**src/design/adaptive_scene_dwell_timer_defines.svh**
```systemverilog
// ----------------------------------------------------------------------------
// Adaptive scene dwell timer assertion macros
// Shared concurrent assertion forms for the dwell timer; clocked on i_clk,
// disabled while i_rst_n is low.
// ----------------------------------------------------------------------------
`ifndef ADAPTIVE_SCENE_DWELL_TIMER_DEFINES_SVH
`define ADAPTIVE_SCENE_DWELL_TIMER_DEFINES_SVH

// same-cycle implication
`define ASDT_ASSERT_IMP(lbl, ante, cons, msg) \
    lbl: assert property (@(posedge i_clk) disable iff (!i_rst_n) (ante) |-> (cons)) \
        else $error(msg);

// next-cycle implication
`define ASDT_ASSERT_NXT(lbl, ante, cons, msg) \
    lbl: assert property (@(posedge i_clk) disable iff (!i_rst_n) (ante) |=> (cons)) \
        else $error(msg);

`endif

```
**src/design/asdt_pkg.sv**
```systemverilog
// ----------------------------------------------------------------------------
// Adaptive scene dwell timer package
// Payload types, internal control structs, constants and register helpers.
// ----------------------------------------------------------------------------
`default_nettype none

package asdt_pkg;

    localparam int HistDepthDef = 4;

    localparam logic [7:0] SCENE_NONE = 8'd255;

    localparam logic ACT_CHECK = 1'b0;
    localparam logic ACT_BEGIN = 1'b1;

    localparam int CfgIdxW  = 2;
    localparam int CfgDataW = 16;
    localparam logic [CfgIdxW-1:0] CFG_MIN_BASE   = 2'd0;
    localparam logic [CfgIdxW-1:0] CFG_IDEAL_BASE = 2'd1;
    localparam logic [CfgIdxW-1:0] CFG_IDEAL_SPAN = 2'd2;

    localparam logic [14:0] MIN_BASE_LO    = 15'd500;
    localparam logic [14:0] MIN_BASE_HI    = 15'd30000;
    localparam logic [14:0] MIN_BASE_RST   = 15'd5000;
    localparam logic [15:0] IDEAL_BASE_LO  = 16'd1000;
    localparam logic [15:0] IDEAL_BASE_HI  = 16'd60000;
    localparam logic [15:0] IDEAL_BASE_RST = 16'd12000;
    localparam logic [15:0] IDEAL_SPAN_HI  = 16'd60000;
    localparam logic [15:0] IDEAL_SPAN_RST = 16'd12000;

    localparam logic [15:0] MIN_DWELL_RST   = 16'd5000;
    localparam logic [17:0] IDEAL_DWELL_RST = 18'd12000;

    localparam logic [15:0] BPM_LOW   = 16'd1248;
    localparam logic [15:0] BPM_HIGH  = 16'd2912;
    localparam logic [15:0] BPM_SHIFT = 16'd240;
    localparam logic [15:0] LEVEL_MIN = 16'd6554;
    localparam logic [15:0] DYN_MIN   = 16'd3277;
    localparam logic [15:0] Q_ONE     = 16'd32768;

    // shared divider geometry
    localparam int DivW             = 32;
    localparam int DivDsrW          = 17;
    localparam int DivStepsPerCycle = 2;

    localparam logic [DivDsrW-1:0] BPM_REF_DSR = 17'd2080;
    localparam logic [DivDsrW-1:0] FIFTH_DSR   = 17'd5;
    localparam logic [11:0]        FAC_LOW     = 12'd3;
    localparam logic [11:0]        FAC_HIGH    = 12'd7;

    typedef struct packed {
        logic        action;
        logic [31:0] now_ms;
        logic [7:0]  scene_id;
        logic [3:0]  mood_class;
        logic [15:0] tempo_bpm;
        logic [15:0] energy_level;
        logic [15:0] dynamics_level;
    } t_in_item;

    typedef struct packed {
        logic        transition_due;
        logic [31:0] elapsed_ms;
        logic [15:0] min_dwell_ms;
        logic [17:0] ideal_dwell_ms;
        logic [31:0] change_count;
        logic [7:0]  previous_scene;
    } t_out_item;

    typedef struct packed {
        logic [14:0] min_base;
        logic [15:0] ideal_base;
        logic [15:0] ideal_span;
    } t_cfg_regs;

    typedef struct packed {
        logic [15:0] bpm;
        logic [15:0] level;
        logic [15:0] dyn;
    } t_snap;

    typedef struct packed {
        logic               start;
        logic [DivW-1:0]    dividend;
        logic [DivDsrW-1:0] divisor;
    } t_div_req;

    typedef struct packed {
        logic            done;
        logic [DivW-1:0] quo;
    } t_div_rsp;

    typedef struct packed {
        logic        done;
        logic [15:0] min_dwell;
        logic [17:0] ideal_dwell;
    } t_calc_stat;

    function automatic logic [14:0] sat_min_base(input logic [CfgDataW-1:0] v);
        logic [14:0] x;
        x = v[14:0];
        if (x < MIN_BASE_LO) return MIN_BASE_LO;
        if (x > MIN_BASE_HI) return MIN_BASE_HI;
        return x;
    endfunction

    function automatic logic [15:0] sat_ideal_base(input logic [CfgDataW-1:0] v);
        if (v < IDEAL_BASE_LO) return IDEAL_BASE_LO;
        if (v > IDEAL_BASE_HI) return IDEAL_BASE_HI;
        return v;
    endfunction

    function automatic logic [15:0] sat_ideal_span(input logic [CfgDataW-1:0] v);
        if (v > IDEAL_SPAN_HI) return IDEAL_SPAN_HI;
        return v;
    endfunction

    function automatic logic [15:0] clamp_q(input logic [15:0] v,
                                            input logic [15:0] lo);
        if (v < lo) return lo;
        if (v > Q_ONE) return Q_ONE;
        return v;
    endfunction

endpackage

`default_nettype wire

```
**src/design/asdt_div.sv**
```systemverilog
// ----------------------------------------------------------------------------
// Shared serial divider
// Restoring unsigned divider, two quotient bits per cycle, one request at a
// time; a new start restarts it.
// ----------------------------------------------------------------------------
`default_nettype none

module asdt_div (
    input  logic               i_clk,
    input  logic               i_rst_n,
    input  asdt_pkg::t_div_req i_req,
    output asdt_pkg::t_div_rsp o_rsp
);
    import asdt_pkg::*;

    localparam int Cycles = DivW / DivStepsPerCycle;
    localparam int CntW   = $clog2(Cycles);

    logic                r_run;
    logic                r_done;
    logic [CntW-1:0]     r_cnt;
    logic [DivDsrW-1:0]  r_rem;
    logic [DivW-1:0]     r_quo;
    logic [DivDsrW-1:0]  r_dsr;
    logic [DivDsrW-1:0]  n_rem;
    logic [DivW-1:0]     n_quo;
    logic [DivDsrW:0]    trial;
    logic [DivDsrW:0]    diff;

    always_comb begin
        n_rem = r_rem;
        n_quo = r_quo;
        trial = '0;
        diff  = '0;
        for (int k = 0; k < DivStepsPerCycle; k++) begin
            trial = {n_rem, n_quo[DivW-1]};
            n_quo = {n_quo[DivW-2:0], 1'b0};
            diff  = trial - {1'b0, r_dsr};
            if (trial >= {1'b0, r_dsr}) begin
                n_rem    = diff[DivDsrW-1:0];
                n_quo[0] = 1'b1;
            end else begin
                n_rem = trial[DivDsrW-1:0];
            end
        end
    end

    always_ff @(posedge i_clk) begin
        if (!i_rst_n) begin
            r_run  <= 1'b0;
            r_done <= 1'b0;
            r_cnt  <= '0;
        end else begin
            r_done <= 1'b0;
            if (i_req.start) begin
                r_run <= 1'b1;
                r_cnt <= '0;
            end else if (r_run) begin
                r_cnt <= r_cnt + 1'b1;
                if (r_cnt == CntW'(Cycles - 1)) begin
                    r_run  <= 1'b0;
                    r_done <= 1'b1;
                end
            end
        end
    end

    always_ff @(posedge i_clk) begin
        if (i_req.start) begin
            r_rem <= '0;
            r_quo <= i_req.dividend;
            r_dsr <= i_req.divisor;
        end else if (r_run) begin
            r_rem <= n_rem;
            r_quo <= n_quo;
        end
    end

    assign o_rsp.done = r_done;
    assign o_rsp.quo  = r_quo;

endmodule

`default_nettype wire

```
**src/design/asdt_calc.sv**
```systemverilog
// ----------------------------------------------------------------------------
// Dwell duration sequencer
// Recomputes minimum and ideal dwell from the settings and the stored mood
// snapshot: one multiply, then two passes through the shared divider.
// ----------------------------------------------------------------------------
`default_nettype none

module asdt_calc (
    input  logic                 i_clk,
    input  logic                 i_rst_n,
    input  logic                 i_start,
    input  asdt_pkg::t_cfg_regs  i_cfg,
    input  asdt_pkg::t_snap      i_snap,
    output asdt_pkg::t_calc_stat o_stat
);
    import asdt_pkg::*;

    localparam logic [2:0] C_IDLE   = 3'd0;
    localparam logic [2:0] C_MUL    = 3'd1;
    localparam logic [2:0] C_MSTART = 3'd2;
    localparam logic [2:0] C_MWAIT  = 3'd3;
    localparam logic [2:0] C_IWAIT  = 3'd4;

    logic [2:0]          r_state;
    logic                r_done;
    logic [15:0]         r_min;
    logic [17:0]         r_ideal;
    logic [26:0]         r_prod;
    logic [DivDsrW-1:0]  r_mdsr;

    logic [11:0]         mfac;
    logic [DivDsrW-1:0]  mdsr;
    logic [26:0]         prod;
    logic [15:0]         lvl_c;
    logic [15:0]         dyn_c;
    logic [DivDsrW-1:0]  qsum;
    t_div_req            div_req;
    t_div_rsp            div_rsp;

    // tempo factor: clamp to 3/5 and 7/5 outside the tracking band
    always_comb begin
        if (i_snap.bpm < BPM_LOW) begin
            mfac = FAC_LOW;
            mdsr = FIFTH_DSR;
        end else if (i_snap.bpm > BPM_HIGH) begin
            mfac = FAC_HIGH;
            mdsr = FIFTH_DSR;
        end else begin
            mfac = i_snap.bpm[11:0];
            mdsr = BPM_REF_DSR;
        end
    end

    assign prod  = 27'(i_cfg.min_base) * 27'(mfac);
    assign lvl_c = clamp_q(i_snap.level, LEVEL_MIN);
    assign dyn_c = clamp_q(i_snap.dyn, DYN_MIN);
    assign qsum  = {1'b0, lvl_c} + {1'b0, dyn_c};

    always_comb begin
        div_req.start    = (r_state == C_MSTART) || (r_state == C_MWAIT && div_rsp.done);
        div_req.dividend = {1'b0, i_cfg.ideal_span, 15'd0};
        div_req.divisor  = qsum;
        if (r_state == C_MSTART) begin
            div_req.dividend = {5'd0, r_prod};
            div_req.divisor  = r_mdsr;
        end
    end

    asdt_div u_div (
        .i_clk   (i_clk),
        .i_rst_n (i_rst_n),
        .i_req   (div_req),
        .o_rsp   (div_rsp)
    );

    always_ff @(posedge i_clk) begin
        if (!i_rst_n) begin
            r_state <= C_IDLE;
            r_done  <= 1'b0;
            r_min   <= MIN_DWELL_RST;
            r_ideal <= IDEAL_DWELL_RST;
        end else begin
            r_done <= 1'b0;
            if (i_start) begin
                r_state <= C_MUL;
            end else begin
                case (r_state)
                    C_MUL: begin
                        r_state <= C_MSTART;
                    end
                    C_MSTART: begin
                        r_state <= C_MWAIT;
                    end
                    C_MWAIT: begin
                        if (div_rsp.done) begin
                            r_min   <= div_rsp.quo[15:0];
                            r_state <= C_IWAIT;
                        end
                    end
                    C_IWAIT: begin
                        if (div_rsp.done) begin
                            r_ideal <= {2'd0, i_cfg.ideal_base} + div_rsp.quo[17:0];
                            r_done  <= 1'b1;
                            r_state <= C_IDLE;
                        end
                    end
                    default: begin
                        r_state <= C_IDLE;
                    end
                endcase
            end
        end
    end

    always_ff @(posedge i_clk) begin
        if (r_state == C_MUL) begin
            r_prod <= prod;
            r_mdsr <= mdsr;
        end
    end

    assign o_stat.done        = r_done;
    assign o_stat.min_dwell   = r_min;
    assign o_stat.ideal_dwell = r_ideal;

endmodule

`default_nettype wire

```
**src/design/adaptive_scene_dwell_timer.sv**
```systemverilog
// ----------------------------------------------------------------------------
// Adaptive scene dwell timer
// Tracks the running scene and decides when a scene change is due.
// ----------------------------------------------------------------------------
// Usage:
//   Requests enter on i_in_valid/o_in_ready with a t_in_item payload; every
//   request yields one result on o_out_valid/i_out_ready (t_out_item).
//   A check request is answered from the stored scene state: the result is
//   registered on acceptance, and the next request may follow right away.
//   A begin request updates the scene state and recomputes both dwell times:
//   a multiply step, then two passes through the shared two-bit-per-cycle
//   divider (minimum dwell, then ideal dwell), then the result is loaded;
//   o_in_ready stays low meanwhile. A write on the configuration port also
//   recomputes the dwell times and holds o_in_ready low until it finishes,
//   without producing a result.
//   The result register frees the input side as soon as it is taken; while
//   the receiver stalls, the pending result holds and o_in_ready stays low.
//   Reset (synchronous, active low) restores default settings, the default
//   dwell times, an empty history and no active scene.
// ----------------------------------------------------------------------------
`default_nettype none
`include "adaptive_scene_dwell_timer_defines.svh"

module adaptive_scene_dwell_timer #(
    parameter int HISTORY_DEPTH = asdt_pkg::HistDepthDef
) (
    input  logic                            i_clk,
    input  logic                            i_rst_n,
    input  logic                            i_in_valid,
    output logic                            o_in_ready,
    input  asdt_pkg::t_in_item              i_in_data,
    output logic                            o_out_valid,
    input  logic                            i_out_ready,
    output asdt_pkg::t_out_item             o_out_data,
    input  logic                            i_cfg_we,
    input  logic [asdt_pkg::CfgIdxW-1:0]    i_cfg_idx,
    input  logic [asdt_pkg::CfgDataW-1:0]   i_cfg_data
);
    import asdt_pkg::*;

    localparam logic [1:0] ST_IDLE = 2'd0;
    localparam logic [1:0] ST_CALC = 2'd1;
    localparam logic [1:0] ST_EMIT = 2'd2;

    logic [1:0]   r_state;
    logic         r_is_begin;
    logic         r_out_valid;
    t_out_item    r_out;
    t_cfg_regs    r_cfg;
    t_snap        r_snap;
    logic         r_active;
    logic [7:0]   r_cur;
    logic [31:0]  r_start;
    logic [3:0]   r_mood;
    logic [31:0]  r_count;
    logic [7:0]   r_hist [HISTORY_DEPTH];

    logic         in_acc;
    logic         out_free;
    logic         begin_acc;
    logic         check_acc;
    logic         cfg_hit;
    logic         calc_start;
    t_calc_stat   calc_stat;
    logic [31:0]  elapsed;
    logic [15:0]  bpm_diff;
    logic         due;
    t_out_item    check_out;
    t_out_item    begin_out;

    assign out_free   = !r_out_valid || i_out_ready;
    assign o_in_ready = (r_state == ST_IDLE) && out_free;
    assign in_acc     = i_in_valid && o_in_ready;
    assign begin_acc  = in_acc && (i_in_data.action == ACT_BEGIN);
    assign check_acc  = in_acc && (i_in_data.action == ACT_CHECK);
    assign cfg_hit    = i_cfg_we && ((i_cfg_idx == CFG_MIN_BASE) ||
                                     (i_cfg_idx == CFG_IDEAL_BASE) ||
                                     (i_cfg_idx == CFG_IDEAL_SPAN));
    assign calc_start = begin_acc || cfg_hit;

    asdt_calc u_calc (
        .i_clk   (i_clk),
        .i_rst_n (i_rst_n),
        .i_start (calc_start),
        .i_cfg   (r_cfg),
        .i_snap  (r_snap),
        .o_stat  (calc_stat)
    );

    // check verdict and begin result
    always_comb begin
        elapsed  = i_in_data.now_ms - r_start;
        bpm_diff = (i_in_data.tempo_bpm > r_snap.bpm) ? i_in_data.tempo_bpm - r_snap.bpm
                                                      : r_snap.bpm - i_in_data.tempo_bpm;
        due = (elapsed > {16'd0, calc_stat.min_dwell}) &&
              ((i_in_data.mood_class != r_mood) || (bpm_diff > BPM_SHIFT) ||
               (elapsed > {14'd0, calc_stat.ideal_dwell}));

        check_out.transition_due = due;
        check_out.elapsed_ms     = elapsed;
        check_out.min_dwell_ms   = calc_stat.min_dwell;
        check_out.ideal_dwell_ms = calc_stat.ideal_dwell;
        check_out.change_count   = r_count;
        check_out.previous_scene = r_hist[0];

        begin_out.transition_due = 1'b0;
        begin_out.elapsed_ms     = '0;
        begin_out.min_dwell_ms   = calc_stat.min_dwell;
        begin_out.ideal_dwell_ms = calc_stat.ideal_dwell;
        begin_out.change_count   = r_count;
        begin_out.previous_scene = r_hist[0];
    end

    // sequencer
    always_ff @(posedge i_clk) begin
        if (!i_rst_n) begin
            r_state    <= ST_IDLE;
            r_is_begin <= 1'b0;
        end else begin
            if (begin_acc) begin
                r_is_begin <= 1'b1;
            end else if (cfg_hit && r_state == ST_IDLE) begin
                r_is_begin <= 1'b0;
            end
            if (calc_start) begin
                r_state <= ST_CALC;
            end else begin
                case (r_state)
                    ST_CALC: begin
                        if (calc_stat.done) begin
                            r_state <= r_is_begin ? ST_EMIT : ST_IDLE;
                        end
                    end
                    ST_EMIT: begin
                        if (out_free) begin
                            r_state <= ST_IDLE;
                        end
                    end
                    default: begin
                        r_state <= ST_IDLE;
                    end
                endcase
            end
        end
    end

    // result register
    always_ff @(posedge i_clk) begin
        if (!i_rst_n) begin
            r_out_valid <= 1'b0;
        end else if (check_acc || (r_state == ST_EMIT && out_free && !calc_start)) begin
            r_out_valid <= 1'b1;
        end else if (i_out_ready) begin
            r_out_valid <= 1'b0;
        end
    end

    always_ff @(posedge i_clk) begin
        if (check_acc) begin
            r_out <= check_out;
        end else if (r_state == ST_EMIT && out_free && !calc_start) begin
            r_out <= begin_out;
        end
    end

    // settings, saturated on write
    always_ff @(posedge i_clk) begin
        if (!i_rst_n) begin
            r_cfg.min_base   <= MIN_BASE_RST;
            r_cfg.ideal_base <= IDEAL_BASE_RST;
            r_cfg.ideal_span <= IDEAL_SPAN_RST;
        end else if (i_cfg_we) begin
            case (i_cfg_idx)
                CFG_MIN_BASE:   r_cfg.min_base   <= sat_min_base(i_cfg_data);
                CFG_IDEAL_BASE: r_cfg.ideal_base <= sat_ideal_base(i_cfg_data);
                CFG_IDEAL_SPAN: r_cfg.ideal_span <= sat_ideal_span(i_cfg_data);
                default: ;
            endcase
        end
    end

    // scene state and history
    always_ff @(posedge i_clk) begin
        if (!i_rst_n) begin
            r_active <= 1'b0;
            r_cur    <= SCENE_NONE;
            r_start  <= '0;
            r_mood   <= '0;
            r_snap   <= '0;
            r_count  <= '0;
            for (int i = 0; i < HISTORY_DEPTH; i++) begin
                r_hist[i] <= SCENE_NONE;
            end
        end else if (begin_acc) begin
            // push the outgoing scene only when a scene is active and the id changes
            if (r_active && r_cur != i_in_data.scene_id) begin
                for (int i = 1; i < HISTORY_DEPTH; i++) begin
                    r_hist[i] <= r_hist[i-1];
                end
                r_hist[0] <= r_cur;
            end
            r_active     <= 1'b1;
            r_cur        <= i_in_data.scene_id;
            r_start      <= i_in_data.now_ms;
            r_mood       <= i_in_data.mood_class;
            r_snap.bpm   <= i_in_data.tempo_bpm;
            r_snap.level <= i_in_data.energy_level;
            r_snap.dyn   <= i_in_data.dynamics_level;
            r_count      <= r_count + 1'b1;
        end
    end

    assign o_out_valid = r_out_valid;
    assign o_out_data  = r_out;

    `ASDT_ASSERT_NXT(a_begin_recompute, begin_acc, r_state == ST_CALC, "begin request did not start recompute")
    `ASDT_ASSERT_IMP(a_done_in_calc, calc_stat.done, r_state == ST_CALC, "recompute finished outside calc state")
    `ASDT_ASSERT_NXT(a_check_result, check_acc, r_out_valid, "check request produced no result")

endmodule

`default_nettype wire

```
**config.mk**
```make
export PLATFORM = sky130hd
export DESIGN_NAME = adaptive_scene_dwell_timer
export DESIGN_NICKNAME = d
export VERILOG_FILES = /design/src/design/asdt_pkg.sv /design/src/design/asdt_div.sv /design/src/design/asdt_calc.sv /design/src/design/adaptive_scene_dwell_timer.sv
export VERILOG_INCLUDE_DIRS = /design/src /design/src/design
export SDC_FILE = /design/constraint.sdc
export NUM_CORES = 1
export LEC_CHECK = 0
export BUFFER_PORTS_ARGS = -buffer_cell sky130_fd_sc_hd__buf_2
export CORE_ASPECT_RATIO = 1.1
export CORE_MARGIN = 2
export CORE_UTILIZATION = 56
export DETAILED_ROUTE_END_ITERATION = 6
export GPL_TIMING_DRIVEN = 0
export PLACE_DENSITY = 0.85
export RECOVER_POWER = 25
export REMOVE_ABC_BUFFERS = 1
export SYNTH_ARGS = -nofsm -noshare
export SYNTH_HDL_FRONTEND = slang
export SYNTH_SLANG_ARGS = --single-unit
```
**constraint.sdc**
```tcl
create_clock -name i_clk -period 7.7 [get_ports i_clk]
set_input_delay 1.155 -clock i_clk [delete_from_list [all_inputs] [get_ports i_clk]]
set_output_delay 1.155 -clock i_clk [all_outputs]
set_load 0.02 [all_outputs]
```
==> impl_metrics.toml <==
[detailed_routing]
vias_per_cell = 5.813
dr.pass1.iters = 6
post_drt_wl_per_cell_um = 18.01
totalWireLength_um = 74100
drc = 0
vias = 23920
ant_nets = 0
detail_route.iter0.violations = 2135

[sta]
drv_slew = 50
period_needed_ps = 7572
worst_pin_slew_ps = 3046
maxSlewHeadroom_pct = -103.1
setup_viol = 0
hold_viol_final = 0
fmax_ghz = 0.1321
rsz0062_at_grt = "true"
clock-skew-final_ps = 31.44
period_share_pct = 98.34

[place]
place_congestion = 0.9428
portBuffers = 224
hpwl_um = 53790

[pwr]
p_leak_nw = 14.07
combPwrFrac_pct = 36.9
swShare_pct = 35.21
clockPowerShare_pct = 28.9
p_int_mw = 5.061
power_density_nw_per_um2 = 240.6
seqPwrFrac_pct = 34.2
p_sw_mw = 2.751
power_mw = 7.812
max-vdd-ir-drop_mv = 0.2671

[synth]
synth_area_leader_cell = "edfxtp_1"
avgSynthCellArea_um2 = 8.926
syn_inst = 3237
ys_seq_elements = 430
synth_area_leaders = "edfxtp_1 20%, dfxtp_1 16%, ha_1 9.9%"
ys_seq_area_share_pct = 36.48
synth_top_area_share_pct = 20.06
syn_area_um2 = 28890
synthDistinctLibCells = 93
synth-edff-count = 193
ys_warn_count = 0
synthArstFlopShare_pct = 0
synth-main-ff-cell = "dfxtp_1"

[setup_path]
r2r_end = "u_calc.r_prod[25]"
r2r-start = "r_snap[40]"
rrSetupSlack_ps = 130
critPathSlowestCell = "dfxtp_1"
critPathKind = "reg2reg"
start_kind = "flop"
critPathMaxStageDelay_ps = 630
setup.worst_path.end_class = "flop"
cp-startpoint = "r_snap[40]"
arrival_ps = 7910
cp_num_buf_inv = 6
endpoint = "u_calc.r_prod[25]"
crit_fanout = 13
crit_family = "adder cells"
crit_top_cell = "fa_1"
reg2regPathDepth = 25
cp.depth = 25
worstPathRequired_ps = 8040

[global_route]
grt_start_max_net_pins = 94
grt_pass1_wl_um = 118600
antenna_found_initial = 4
busiest_layer = "met2"
overflow = 0
grtUsageMet3_pct = 5.122
use_met2_pct = 45.22
grt_pass1_vias = 23450
grt_usage_pct = 27.49
use_met1_pct = 35.25

[clocking]
ctsHoldBuffers = 0
clkTransAtPathRegs_ps = 60
cts_tree = "done"
insertion_delay_ps = 610
clock_path_buffers = 3
clock-sinks = 430
cts_made_buffers = 46
ctsHtreeMaxLevel = 2
root_buffer = "clkbuf_16"

[die]
core_area_um2 = 51160
die-area_um2 = 53430
die_w_um = 220.6
initial_core_util_pct = 56.47
rows = 87
io_pins = 225
fp.dieH_um = 242.2

[cells_and_area]
nNetsFinal = 3887
final_util_pct = 63.48
nFillCells = 4072
mostFrequentLayoutCells = "523 x nand2_1, 326 x inv_1, 259 x a21oi_1, 233 x dfxtp_1, 227 x ha_1"
final_common_cell = "nand2_1"
syn_to_final_growth_pct = 12.40
drive_gt1_share_pct = 11.68

[run]
max_cap_violations = 1

[outcome]
violations = "capacitance limit, slew limit"
status = "complete, but fails checks"

[min_path]
hold_class = "reg2reg"
[worst reg2reg max path: stages, from the launching register on]
cell and delay (ps):
dfxtp_1 630, inv_1 230, nor3_1 270, o21ai_1 140, nand2_2 160, nor2_4 50, buf_12 160, buf_4 130
buf_4 190, and3_1 220, fa_1 490, fa_1 550, fa_1 540, fa_1 540, inv_1 50, fa_1 540
inv_1 50, ha_1 220, or3_4 360, or3_1 360, o311a_1 390, o21a_1 190, o21a_1 180, o21a_1 190
o41a_1 320, xor2_1 140
[sequential cells by signal, indices dropped and copies added, names as in the netlist, 2 cells and up]
name                cells
u_calc.r_ideal         18
u_calc.u_div.r_quo     32
r_snap                 48
u_calc.r_min           16
r_mood                  4
u_calc.r_state          3
r_hist                  8
u_calc.r_prod          27
u_calc.u_div.r_rem     17
r_cfg                  47
r_cur                   8
u_calc.u_div.r_dsr     17
u_calc.r_mdsr           2
o_out_data            107
r_state                 2
r_start                32
r_count                32
u_calc.u_div.r_cnt      4
[power by group through the flow]
| stage | combinational, mW | clock [mW] | sequential [mW] |
|---|---|---|---|
| after floorplan | 2.11 | 0 | 2.71 |
| final | 2.88 | 2.26 | 2.67 |
| after global routing | 3.20 | 2.37 | 2.69 |
| after CTS | 2.82 | 2.28 | 2.67 |
| after detailed placement | 2.76 | 0 | 2.72 |
| after global placement | 2.68 | 0 | 2.72 |
[cell families (layout without fill, tap and decap cells)]
family | after synthesis | after routing | synth area share (%)
xor gates and xnor gates | 139 | 139 | 4.214
muxes | 29 | 29 | 1.057
AOI/OAI and AO/OA | 653 | 653 | 14.29
DFF | 430 | 430 | 36.48
and+or+nand+nor | 1153 | 1155 | 18.40
adders and majority gates | 366 | 366 | 19.41
buffers and inverters | 467 | 671 | 6.145
other | 0 | 4 | 0
[final cells by class]
| class | count | area (µm²) | share of cell area, % |
|---|---|---|---|
| diodes | 4 | 10.01 | 0.03082 |
| inverters | 331 | 1256 | 3.868 |
| clock buffers | 67 | 1333 | 4.103 |
| well taps | 667 | 834.6 | 2.570 |
| clock inverters | 19 | 216.5 | 0.6665 |
| repair inverters | 1 | 8.758 | 0.02697 |
| repair buffers | 253 | 1479 | 4.554 |
| flip-flops and latches | 430 | 10550 | 32.47 |
| multi-input cells | 2342 | 16790 | 51.71 |
[metal layers]
layer,vias to the layer above,wire (µm)
met1,11330,30210
met5,-,16
met4,2,3138
met3,199,6129
li1,11400,-
met2,988,34610
[worst min-delay path by stage]
| stage | startpoint | end | slack, ps | cells past startpoint |
|---|---|---|---|---|
| 6_report | r_hist[0][7] | o_out_data[7] | 420 | 0 |
| 5_1_grt | u_calc.r_ideal[17] | o_out_data[57] | 440 | 0 |
| 4_1_cts | r_hist[0][7] | o_out_data[7] | 420 | 0 |
| 3_5_place_dp | r_hist[0][7] | o_out_data[7] | 400 | 0 |
| 3_3_place_gp | r_hist[0][3] | o_out_data[3] | 400 | 0 |
| 2_1_floorplan | r_hist[0][0] | o_out_data[0] | 400 | 0 |
[Yosys cell counts (7+ instances only)]
library cell and n:
nand2_1 528, inv_1 327, a21oi_1 261, dfxtp_1 237, ha_1 229, nor2_1 202, edfxtp_1 193, fa_1 137
clkbuf_1 123, and3_1 87, o21ai_0 77, nand3_1 75, xnor2_1 72, xor2_1 67, a21o_1 53, nor2b_1 51
and2_1 44, nor3_1 39, o21ai_1 32, nand4_1 28, a211oi_1 26, o21a_1 26, a22oi_1 21, or3_1 19
mux2i_1 17, nor4_1 17, o211ai_1 16, a22o_1 14, or2_2 14, nand2b_1 13, o21bai_1 13, o31ai_1 12
a31oi_1 11, a211o_1 8, buf_2 8, nand3b_1 7, o22ai_1 7
[timing repair]
| action | 4_1_cts | 5_1_grt |
|---|---|---|
| endpoints found under the setup margin | 17 | 7 |
| setup buffers | 11 | 5 |
| cloned | 3 | 0 |
| endpoints found under the hold margin | 0 | 0 |
| resized for setup | 25 | 18 |
| pin swaps | 4 | 16 |
[metrics by stage]
step                      setup slack [ps]  hold slack (ps)  TNS [ps]  std cells  instance area [µm²]
after floorplan                     -996.0            400.3     -5887       3101                28360
after global placement               -3502            403.8   -274520       3992                30320
after detailed placement             -1802            404.5    -16560       4003                30570
after CTS                            17.05            422.5         0       4103                32320
after global routing                -106.1            438.0    -141.4       4113                32470
final                                127.7            420.0         0       4114                32470
(Power assumes the default switching activity.)
